$ cat config.mk
export PLATFORM = sky130hd
export DESIGN_NAME = jacobi_symbol_top
export DESIGN_NICKNAME = d
export VERILOG_FILES = /design/src/sv/jac_pkg.sv /design/src/sv/jac_dp.sv /design/src/sv/jac_ctrl.sv /design/src/sv/jacobi_symbol_top.sv
export SDC_FILE = /design/constraint.sdc
export NUM_CORES = 1
export LEC_CHECK = 0
export BUFFER_PORTS_ARGS = -buffer_cell sky130_fd_sc_hd__buf_2
export CORE_MARGIN = 2
export CORE_UTILIZATION = 45
export CTS_CLUSTER_DIAMETER = 40
export DETAILED_ROUTE_END_ITERATION = 12
export HOLD_SLACK_MARGIN = 0.15
export PLACE_DENSITY = 0.67
export SLEW_MARGIN = 20
export SYNTH_ARGS = -nofsm -noshare
export SYNTH_HDL_FRONTEND = slang
export SYNTH_SLANG_ARGS = --single-unit
export TNS_END_PERCENT = 30
$ cat constraint.sdc
create_clock -name clk -period 5.4 [get_ports clk]
set_input_delay 0.81 -clock clk [delete_from_list [all_inputs] [get_ports clk]]
set_output_delay 0.81 -clock clk [all_outputs]
set_load 0.01 [all_outputs]
$ cat src/sv/jac_pkg.sv
`default_nettype none
// ----------------------------------------------------------------------------
// jac_pkg: shared types and constants for the Jacobi symbol block
// Symbol codes and the command/status bundles between controller and datapath.
// ----------------------------------------------------------------------------
package jac_pkg;

  localparam logic signed [1:0] SYM_POS  = 2'sb01;
  localparam logic signed [1:0] SYM_ZERO = 2'sb00;
  localparam logic signed [1:0] SYM_NEG  = 2'sb11;

  typedef struct packed {
    logic load;
    logic step;
  } jac_cmd_t;

  typedef struct packed {
    logic p_bad;
    logic n_zero;
    logic p_one;
    logic neg;
  } jac_sts_t;

endpackage
`default_nettype wire

$ cat src/sv/jac_dp.sv
`default_nettype none
// ----------------------------------------------------------------------------
// jac_dp: Jacobi symbol datapath
// Holds n, p and the sign; each step does one halving, or one subtract and
// halve with an optional reciprocity swap.
// ----------------------------------------------------------------------------
module jac_dp #(
  parameter int WIDTH = 31
) (
  input  wire logic               clk,
  input  wire jac_pkg::jac_cmd_t  cmd,
  input  wire logic [WIDTH-1:0]   modulus,
  input  wire logic [WIDTH-1:0]   residue,
  output jac_pkg::jac_sts_t       sts
);
  import jac_pkg::*;

  logic [WIDTH-1:0] n_r, n_nxt;
  logic [WIDTH-1:0] p_r, p_nxt;
  logic             neg_r, neg_nxt;
  logic             ge;
  logic [WIDTH-1:0] sub_a, sub_b, diff;

  assign ge    = (n_r >= p_r);
  assign sub_a = ge ? n_r : p_r;
  assign sub_b = ge ? p_r : n_r;
  assign diff  = sub_a - sub_b;

  always_comb begin
    n_nxt   = n_r;
    p_nxt   = p_r;
    neg_nxt = neg_r;
    if (!n_r[0]) begin
      n_nxt   = n_r >> 1;
      neg_nxt = neg_r ^ (p_r[1] ^ p_r[2]);
    end else if (ge) begin
      n_nxt   = diff >> 1;
      neg_nxt = neg_r ^ (p_r[1] ^ p_r[2]);
    end else begin
      // reciprocity swap, then halve against the new modulus
      p_nxt   = n_r;
      n_nxt   = diff >> 1;
      neg_nxt = neg_r ^ (n_r[1] & p_r[1]) ^ (n_r[1] ^ n_r[2]);
    end
  end

  always_ff @(posedge clk) begin
    if (cmd.load) begin
      n_r   <= residue;
      p_r   <= modulus;
      neg_r <= 1'b0;
    end else if (cmd.step) begin
      n_r   <= n_nxt;
      p_r   <= p_nxt;
      neg_r <= neg_nxt;
    end
  end

  assign sts.p_bad  = ~p_r[0];
  assign sts.n_zero = (n_r == '0);
  assign sts.p_one  = (p_r == WIDTH'(1));
  assign sts.neg    = neg_r;

endmodule
`default_nettype wire

$ cat src/sv/jac_ctrl.sv
`default_nettype none
// ----------------------------------------------------------------------------
// jac_ctrl: Jacobi symbol controller
// Sequences load and steps, and holds the output register and handshake.
// ----------------------------------------------------------------------------
module jac_ctrl (
  input  wire logic               clk,
  input  wire logic               rst_n,
  input  wire logic               in_valid,
  output logic                    in_ready,
  output logic                    out_valid,
  input  wire logic               out_ready,
  output logic signed [1:0]       out_symbol,
  output jac_pkg::jac_cmd_t       cmd,
  input  wire jac_pkg::jac_sts_t  sts
);
  import jac_pkg::*;

  typedef enum logic {
    ST_IDLE,
    ST_RUN
  } state_t;

  state_t             state_r;
  logic               out_valid_r;
  logic signed [1:0]  symbol_r;
  logic               finish;
  logic               slot_free;
  logic               retire;
  logic signed [1:0]  result;

  assign finish    = sts.p_bad | sts.n_zero;
  assign slot_free = ~out_valid_r | out_ready;
  assign retire    = (state_r == ST_RUN) & finish & slot_free;

  always_comb begin
    if (sts.p_bad || !sts.p_one) begin
      result = SYM_ZERO;
    end else if (sts.neg) begin
      result = SYM_NEG;
    end else begin
      result = SYM_POS;
    end
  end

  assign in_ready   = (state_r == ST_IDLE);
  assign cmd.load   = in_ready & in_valid;
  assign cmd.step   = (state_r == ST_RUN) & ~finish;
  assign out_valid  = out_valid_r;
  assign out_symbol = symbol_r;

  always_ff @(posedge clk) begin
    if (!rst_n) begin
      state_r     <= ST_IDLE;
      out_valid_r <= 1'b0;
      symbol_r    <= SYM_ZERO;
    end else begin
      if (retire) begin
        out_valid_r <= 1'b1;
      end else if (out_valid_r && out_ready) begin
        out_valid_r <= 1'b0;
      end
      unique case (state_r)
        ST_IDLE: begin
          if (in_valid) begin
            state_r <= ST_RUN;
          end
        end
        ST_RUN: begin
          if (retire) begin
            symbol_r <= result;
            state_r  <= ST_IDLE;
          end
        end
        default: state_r <= ST_IDLE;
      endcase
    end
  end

endmodule
`default_nettype wire

$ cat src/sv/jacobi_symbol_top.sv
`default_nettype none
// The shared subtract-and-halve step in the datapath runs once per cycle until n
// reaches zero or the modulus is found even; one transaction runs at a time.
// A new transaction is taken while a finished result waits in the output register.
// Reset (rst_n, synchronous, active low) clears the controller and output valid.
// ----------------------------------------------------------------------------
// jacobi_symbol_top: Jacobi symbol (residue / modulus)
// Binary reciprocity method; returns -1, 0 or +1 in two's complement.
// ----------------------------------------------------------------------------
module jacobi_symbol_top #(
  parameter int WIDTH = 31
) (
  input  wire logic              clk,
  input  wire logic              rst_n,
  input  wire logic              in_valid,
  output logic                   in_ready,
  input  wire logic [WIDTH-1:0]  in_modulus,
  input  wire logic [WIDTH-1:0]  in_residue,
  output logic                   out_valid,
  input  wire logic              out_ready,
  output logic signed [1:0]      out_symbol
);
  import jac_pkg::*;

  jac_cmd_t cmd;
  jac_sts_t sts;

  jac_ctrl u_ctrl (
    .clk        (clk),
    .rst_n      (rst_n),
    .in_valid   (in_valid),
    .in_ready   (in_ready),
    .out_valid  (out_valid),
    .out_ready  (out_ready),
    .out_symbol (out_symbol),
    .cmd        (cmd),
    .sts        (sts)
  );

  jac_dp #(
    .WIDTH (WIDTH)
  ) u_dp (
    .clk     (clk),
    .cmd     (cmd),
    .modulus (in_modulus),
    .residue (in_residue),
    .sts     (sts)
  );

endmodule
`default_nettype wire

* Yosys cells after proc, flatten, opt, wreduce, memory -nomap -nowiden
Index checks and enable logic that the tools add are counted.
** Word-level totals
- Bits in registers :: 67
- Output and inout port bits :: 4
- Word-level logic and storage cells :: 53
- Input bits :: 66
** Cells by class
- Muxes and demuxes :: 18
- Order comparisons :: 1
- Bitwise logic cells :: 16
- Reduce and logical (&&, ||, !) cells :: 9
- Add/sub/neg operators :: 1
- Equality and inequality tests :: 2
** Operator list (count)
- 31-bit two-way mux :: 8
- 31-bit by 1-bit equality test with 1-bit output (second input constant) :: 1
- 31-bit greater-or-equal comparator :: 1
- 31-bit logical NOT :: 1
- 31-bit subtractor :: 1
- 30-bit two-way mux :: 1
- 1-bit two-way mux :: 6
- 2-bit nonzero test :: 3
- 1-bit bitwise AND :: 5
- 1-bit XOR :: 5
- 2-bit two-way mux :: 2
- 1-bit inverter :: 4
- 3-bit AND reduction :: 1
- 2-bit inequality test (second input constant) :: 1
- 1-bit bitwise OR :: 2
- 1-bit one-hot mux with 2 select lines :: 1
- 2-bit AND reduction :: 1
- 1-bit logical AND :: 1
- 1-bit logical NOT :: 1
- 1-bit logical OR :: 1

* Logic depth before layout (Yosys ltp)
- Word-level depth :: 6
- Mapped depth :: 25
- Gate-level depth less buffers :: 21

* Hierarchy
From an unflattened synthesis, not the netlist that was laid out.
** Unflattened totals
- Cell total of the unflattened synthesis :: 707
- Area total of the unflattened synthesis :: 6296.0 sq um
** Modules (own cells, without submodules)
- jac_dp :: cells an instance 688, times used 1, area each 6112.1 sq um, seq. area each 1881.8 sq um
- jac_ctrl :: cells an instance 19, times used 1, area each 183.9 sq um, seq. area each 80.1 sq um

* Worst setup path before layout
No wires, ideal clock.
- Path type :: reg-to-reg
- Start point :: reg u_dp.n_r[0]
- End point :: reg u_dp.p_r[0], enable pin
- Clock period less this slack :: 5.128 ns
- Stages on the path, launching flop included :: 14
- Data arrival time :: 4.666 ns
- Data required time :: 4.938 ns
- Library setup time :: 0.462 ns
- Path buffers :: 4
- Path slack :: 0.272 ns
- Path through :: edfxtp_1 clkbuf_1 clkinv_1 clkbuf_1 ha_1 nand3b_1 a21oi_1 o31ai_2 a2111oi_4 buf_2 nor2_2 buf_2 nand2_1 o21ai_0
** Between the ends
- Word-level cells in the longest chain between the ends :: 6
- Elaborated cells on any way between the ends :: 9
- Those cells by class :: 1 x order compare; 1 x eq/ne; 3 x bitwise; 4 x reduce/logical
** RTL lines
- start: declaration :: RTL line jac_dp.sv:18 : logic [WIDTH-1:0] n_r, n_nxt;
- start signal: assignment :: RTL line jac_dp.sv:49 : n_r <= residue;
- start signal: assignment :: RTL line jac_dp.sv:53 : n_r <= n_nxt;
- branches (longest 5 deep; another with 31-bit greater-or-equal comparator)
- 3-bit AND reduction (no line) (*)
- end signal: assignment :: RTL line jac_dp.sv:50 : p_r <= modulus;
- end signal: assignment :: RTL line jac_dp.sv:54 : p_r <= p_nxt;
- end: declaration :: RTL line jac_dp.sv:19 : logic [WIDTH-1:0] p_r, p_nxt;
Every way passes the cells marked *.
A chain may end at the register's enable or synchronous reset.

* Final worst setup path
- Start point :: reg u_dp.p_r[7]
- End point :: reg u_dp.n_r[27] (data pin)
** Between the ends
- Word-level cells in the longest chain between the ends :: 6
- Elaborated cells on any way between the ends :: 7
- Those cells by class :: 1 x add/sub; 1 x order compare; 5 x mux
** RTL lines
- 31-bit greater-or-equal comparator :: RTL line jac_dp.sv:24 : assign ge = (n_r >= p_r);
- 31-bit two-way mux, on equally long branches :: RTL line jac_dp.sv:25, jac_dp.sv:26
- 31-bit subtractor (*) :: RTL line jac_dp.sv:27 : assign diff = sub_a - sub_b;
- 30-bit two-way mux (*) :: RTL line jac_dp.sv:33 : if (!n_r[0]) begin
- 31-bit two-way mux (*) :: RTL line jac_dp.sv:52 : end else if (cmd.step) begin
- 31-bit two-way mux (*) :: RTL line jac_dp.sv:48 : if (cmd.load) begin
Every way passes the cells marked *; elsewhere a longest branch is shown, timed or not. The select of a mux whose other input is x is not followed.

==> results.py <==
metrics = {
    "clocking": {
        "clk_pin_slew_worst_paths_ps": 60,
        "cts_tree": "built",
        "hold_buffers": 0,
        "cts_setup_buffers": 0,
        "cts_root_buf": "clkbuf_16",
        "cts_max_path_buffers": 2,
        "htree_levels": 3,
        "cts_buffers": 9,
        "clock-sinks": 67,
        "worstSkewPairLatency_ps": 350,
    },
    "worst_hold_path": {
        "min_path_type": "reg -> reg",
        "worstHoldPathCells": 2,
        "min_from": "u_ctrl.out_symbol[0]$_SDFFE_PN0P_",
        "hold_end": "u_ctrl.out_symbol[0]$_SDFFE_PN0P_",
    },
    "setup_path": {
        "r2r_cells": 21,
        "r2r_start": "u_dp.p_r[7]$_DFFE_PP_",
        "crit_type": "reg -> reg",
        "r2r_end": "u_dp.n_r[27]$_DFFE_PP_",
        "cp.required_ps": 5500,
        "worstPathArrival_ps": 5190,
        "path_cells": "inv_1 -> ha_2 -> nand4_2 -> nor3_2 -> o31ai_2 -> a2111oi_4 -> nor2_2 -> nor2_1 -> a21oi_1 -> ha_1 -> o21ai_0 -> o21ai_0 -> a221o_1 -> a21o_1 -> a311o_1 -> and3_1 -> o31ai_2 -> nand3_2 -> a31oi_1 -> xor2_1 -> o22ai_1",
        "start_kind": "register",
        "cp_slowest_stage_delay_ps": 470,
        "path_max_fanout": 7,
        "endpoint_kind": "register",
        "slowest_stage": "edfxtp_1",
        "r2r_setup_slack_ps": 300,
    },
    "timing": {
        "fin_worst_skew_ps": 7.83,
        "max_freq_ghz": 0.196,
        "fin_hold_ws_ps": 447,
        "slew_headroom": 0.394,
        "worst_pin_slew_ps": 907,
        "slew_viol_final": 0,
        "fin_tns_setup_ps": 0,
        "rsz0062_at_grt": "false",
        "min_period_over_period": 0.944,
        "setup_ws_ps": 302,
        "setup_violations": 0,
        "post-route-min-period_ps": 5100,
        "hold_viol": 0,
    },
    "finish": {
        "antenna_cells": 0,
        "final_common_cell": "nand2_1",
        "drive_above_1_share": 0.162,
        "post-route-util": 0.520,
        "multi_input_area_sq_um": 3690,
        "fin_area_sq_um": 6800,
        "final_cell_count_no_fill": 977,
        "mostFrequentLayoutCells": "162 x nand2_1, 69 x buf_2, 62 x edfxtp_1",
        "fin_nets": 895,
        "nFillCells": 1298,
        "seqCellArea_sq_um": 1960,
        "area_growth_pct": 13.9,
    },
    "synthesis": {
        "synthDistinctLibCells": 69,
        "syn-num-nets": 841,
        "syn_inst": 742,
        "synth_edf_count": 62,
        "netlist_area_sq_um": 5970,
        "yosys_warnings": 0,
        "avgSynthCellArea_sq_um": 8.05,
        "ys_ff_latch": 67,
        "async_reset_ff_frac": 0,
        "ys.flop_type": "edfxtp_1",
        "ys_seq_area_frac": 0.329,
    },
    "drt": {
        "routed_wl_mm": 18.5,
        "drt_pass1_iterations": 5,
        "drt_iter0_markers": 428,
        "drc_errors": 0,
        "wl_per_cell_um": 18.9,
        "vias": 5790,
        "antenna_left": 0,
        "vias_per_cell": 5.93,
    },
    "power_and_ir_drop": {
        "comb_power_share": 0.549,
        "ir_drop_uv": 165,
        "switching_power_mw": 1.47,
        "pwr-share-seq": 0.267,
        "swShare": 0.444,
        "p_int_mw": 1.84,
        "p_clk_frac": 0.184,
        "p_leak_nw": 2.96,
        "pwr_density_cell_nw_per_um2": 486,
        "total_power_mw": 3.30,
    },
    "global_routing": {
        "grt_first_pass_wirelength_mm": 29.6,
        "grt_pass1_vias": 5634,
        "antenna_found_initial": 0,
        "grt_overflow": 0,
        "grtUsageTotal": 0.267,
        "grt_max_degree": 53,
    },
    "floorplan": {
        "dieArea_sq_um": 14200,
        "die_x_um": 119,
        "initial_utilization": 0.456,
        "pin_count": 70,
        "dieHeight_um": 119,
        "core_area_sq_um": 13100,
        "rows": 42,
    },
    "placed_design": {
        "numPortBuffers": 69,
        "gp_congestion": 1.02,
        "place_inst": 961,
        "place_area_sq_um": 6460,
        "pre_cts_ws_ps": 152,
        "hpwlAfterDp_mm": 13.7,
    },
    "flow_run": {
        "maxCapViolations": 0,
    },
    "run_status": {
        "status": "completed",
    },
}
==> power groups by stage <==
stage               clock, mW  sequential, mW  combinational (mW)
CTS                     0.617           0.879                1.77
floorplan                   0           0.841                1.36
finish                  0.609           0.882                1.81
global placement            0           0.883                1.74
global route            0.635           0.901                2.00
detailed placement          0           0.889                1.76
==> Yosys cell counts (all sizes together) (3+ instances only) <==
| cell type | count | share of area |
|---|---|---|
| nor2 | 33 | 0.021 |
| edfxtp | 62 | 0.31 |
| xnor2 | 13 | 0.019 |
| a311oi | 4 | 0.0059 |
| xor2 | 13 | 0.019 |
| and3 | 17 | 0.018 |
| nor3 | 15 | 0.013 |
| o21ai | 56 | 0.048 |
| nand3 | 6 | 0.0059 |
| inv | 40 | 0.025 |
| a221oi | 8 | 0.012 |
| a31oi | 9 | 0.0094 |
| nor4 | 15 | 0.016 |
| a21o | 13 | 0.016 |
| nor2b | 14 | 0.015 |
| a221o | 6 | 0.010 |
| nand4 | 9 | 0.010 |
| o31ai | 3 | 0.0046 |
| or3 | 10 | 0.010 |
| buf | 20 | 0.021 |
| mux2i | 23 | 0.039 |
| o22ai | 14 | 0.016 |
| o211ai | 6 | 0.0075 |
| and2 | 9 | 0.0094 |
| a21oi | 48 | 0.040 |
| nand2b | 15 | 0.016 |
| dfxtp | 5 | 0.017 |
| clkbuf | 23 | 0.014 |
| ha | 33 | 0.069 |
| nand2 | 163 | 0.10 |
==> what timing repair did <==
action / in CTS / in global routing
resized for setup: 0 / 9
hold endpoints to repair: 0 / 0
endpoints found under the setup margin: 0 / 4
==> cell families after synthesis <==
kind of cell / share of synthesized area
adders and majority gates: 0.0692
muxes: 0.0423
buffers and inverters: 0.0612
DFF: 0.329
and+or+nand+nor: 0.248
xor gates and xnor gates: 0.0381
AOI/OAI and AO/OA: 0.212
==> area by class of cell <==
class	instances	share of cell area
repair buffers	86	0.0696
well taps	176	0.0324
flip-flops and latches	67	0.289
clock buffers	10	0.0351
inverters	41	0.0226
multi-input cells	591	0.542
clock inverters	6	0.00957
==> critical path, delay by kind of cell (launching register included) <==
family                     cells  cell delay (ps)
AOI/OAI and AO/OA             11             2430
and+or+nand+nor                6             1020
adders and majority gates      2              630
DFF                            1              470
xor gates and xnor gates       1              200
buffers and inverters          1              100
==> flip-flops by register name, indices dropped and copies added (netlist names) <==
| signal | count |
|---|---|
| u_dp.neg_r | 1 |
| u_ctrl.out_symbol | 2 |
| u_ctrl.out_valid | 1 |
| u_dp.n_r | 31 |
| u_dp.p_r | 31 |
| u_ctrl.state_r | 1 |
==> per-layer routing <==
metal  track usage  vias to the layer above  share of wire
met5             0                        -              0
met4         0.115                        0          0.026
met3        0.0287                       34          0.055
met2         0.436                      210           0.47
met1         0.360                     2744           0.45
li1              -                     2802              -
==> worst max path at each step <==
stage,depth (start not counted),from,endpoint,slack (ps)
after global placement,21,u_dp.p_r[8]$_DFFE_PP_,u_dp.n_r[27]$_DFFE_PP_,240
after global routing,21,u_dp.p_r[2]$_DFFE_PP_,u_dp.n_r[19]$_DFFE_PP_,4
after detailed placement,21,u_dp.p_r[8]$_DFFE_PP_,u_dp.n_r[27]$_DFFE_PP_,150
final,21,u_dp.p_r[7]$_DFFE_PP_,u_dp.n_r[27]$_DFFE_PP_,300
after floorplan,13,u_dp.n_r[0]$_DFFE_PP_,u_dp.p_r[0]$_SDFFCE_PN1P_,270
after CTS,21,u_dp.p_r[8]$_DFFE_PP_,u_dp.n_r[27]$_DFFE_PP_,110
Power figures use the tool's default switching activity.
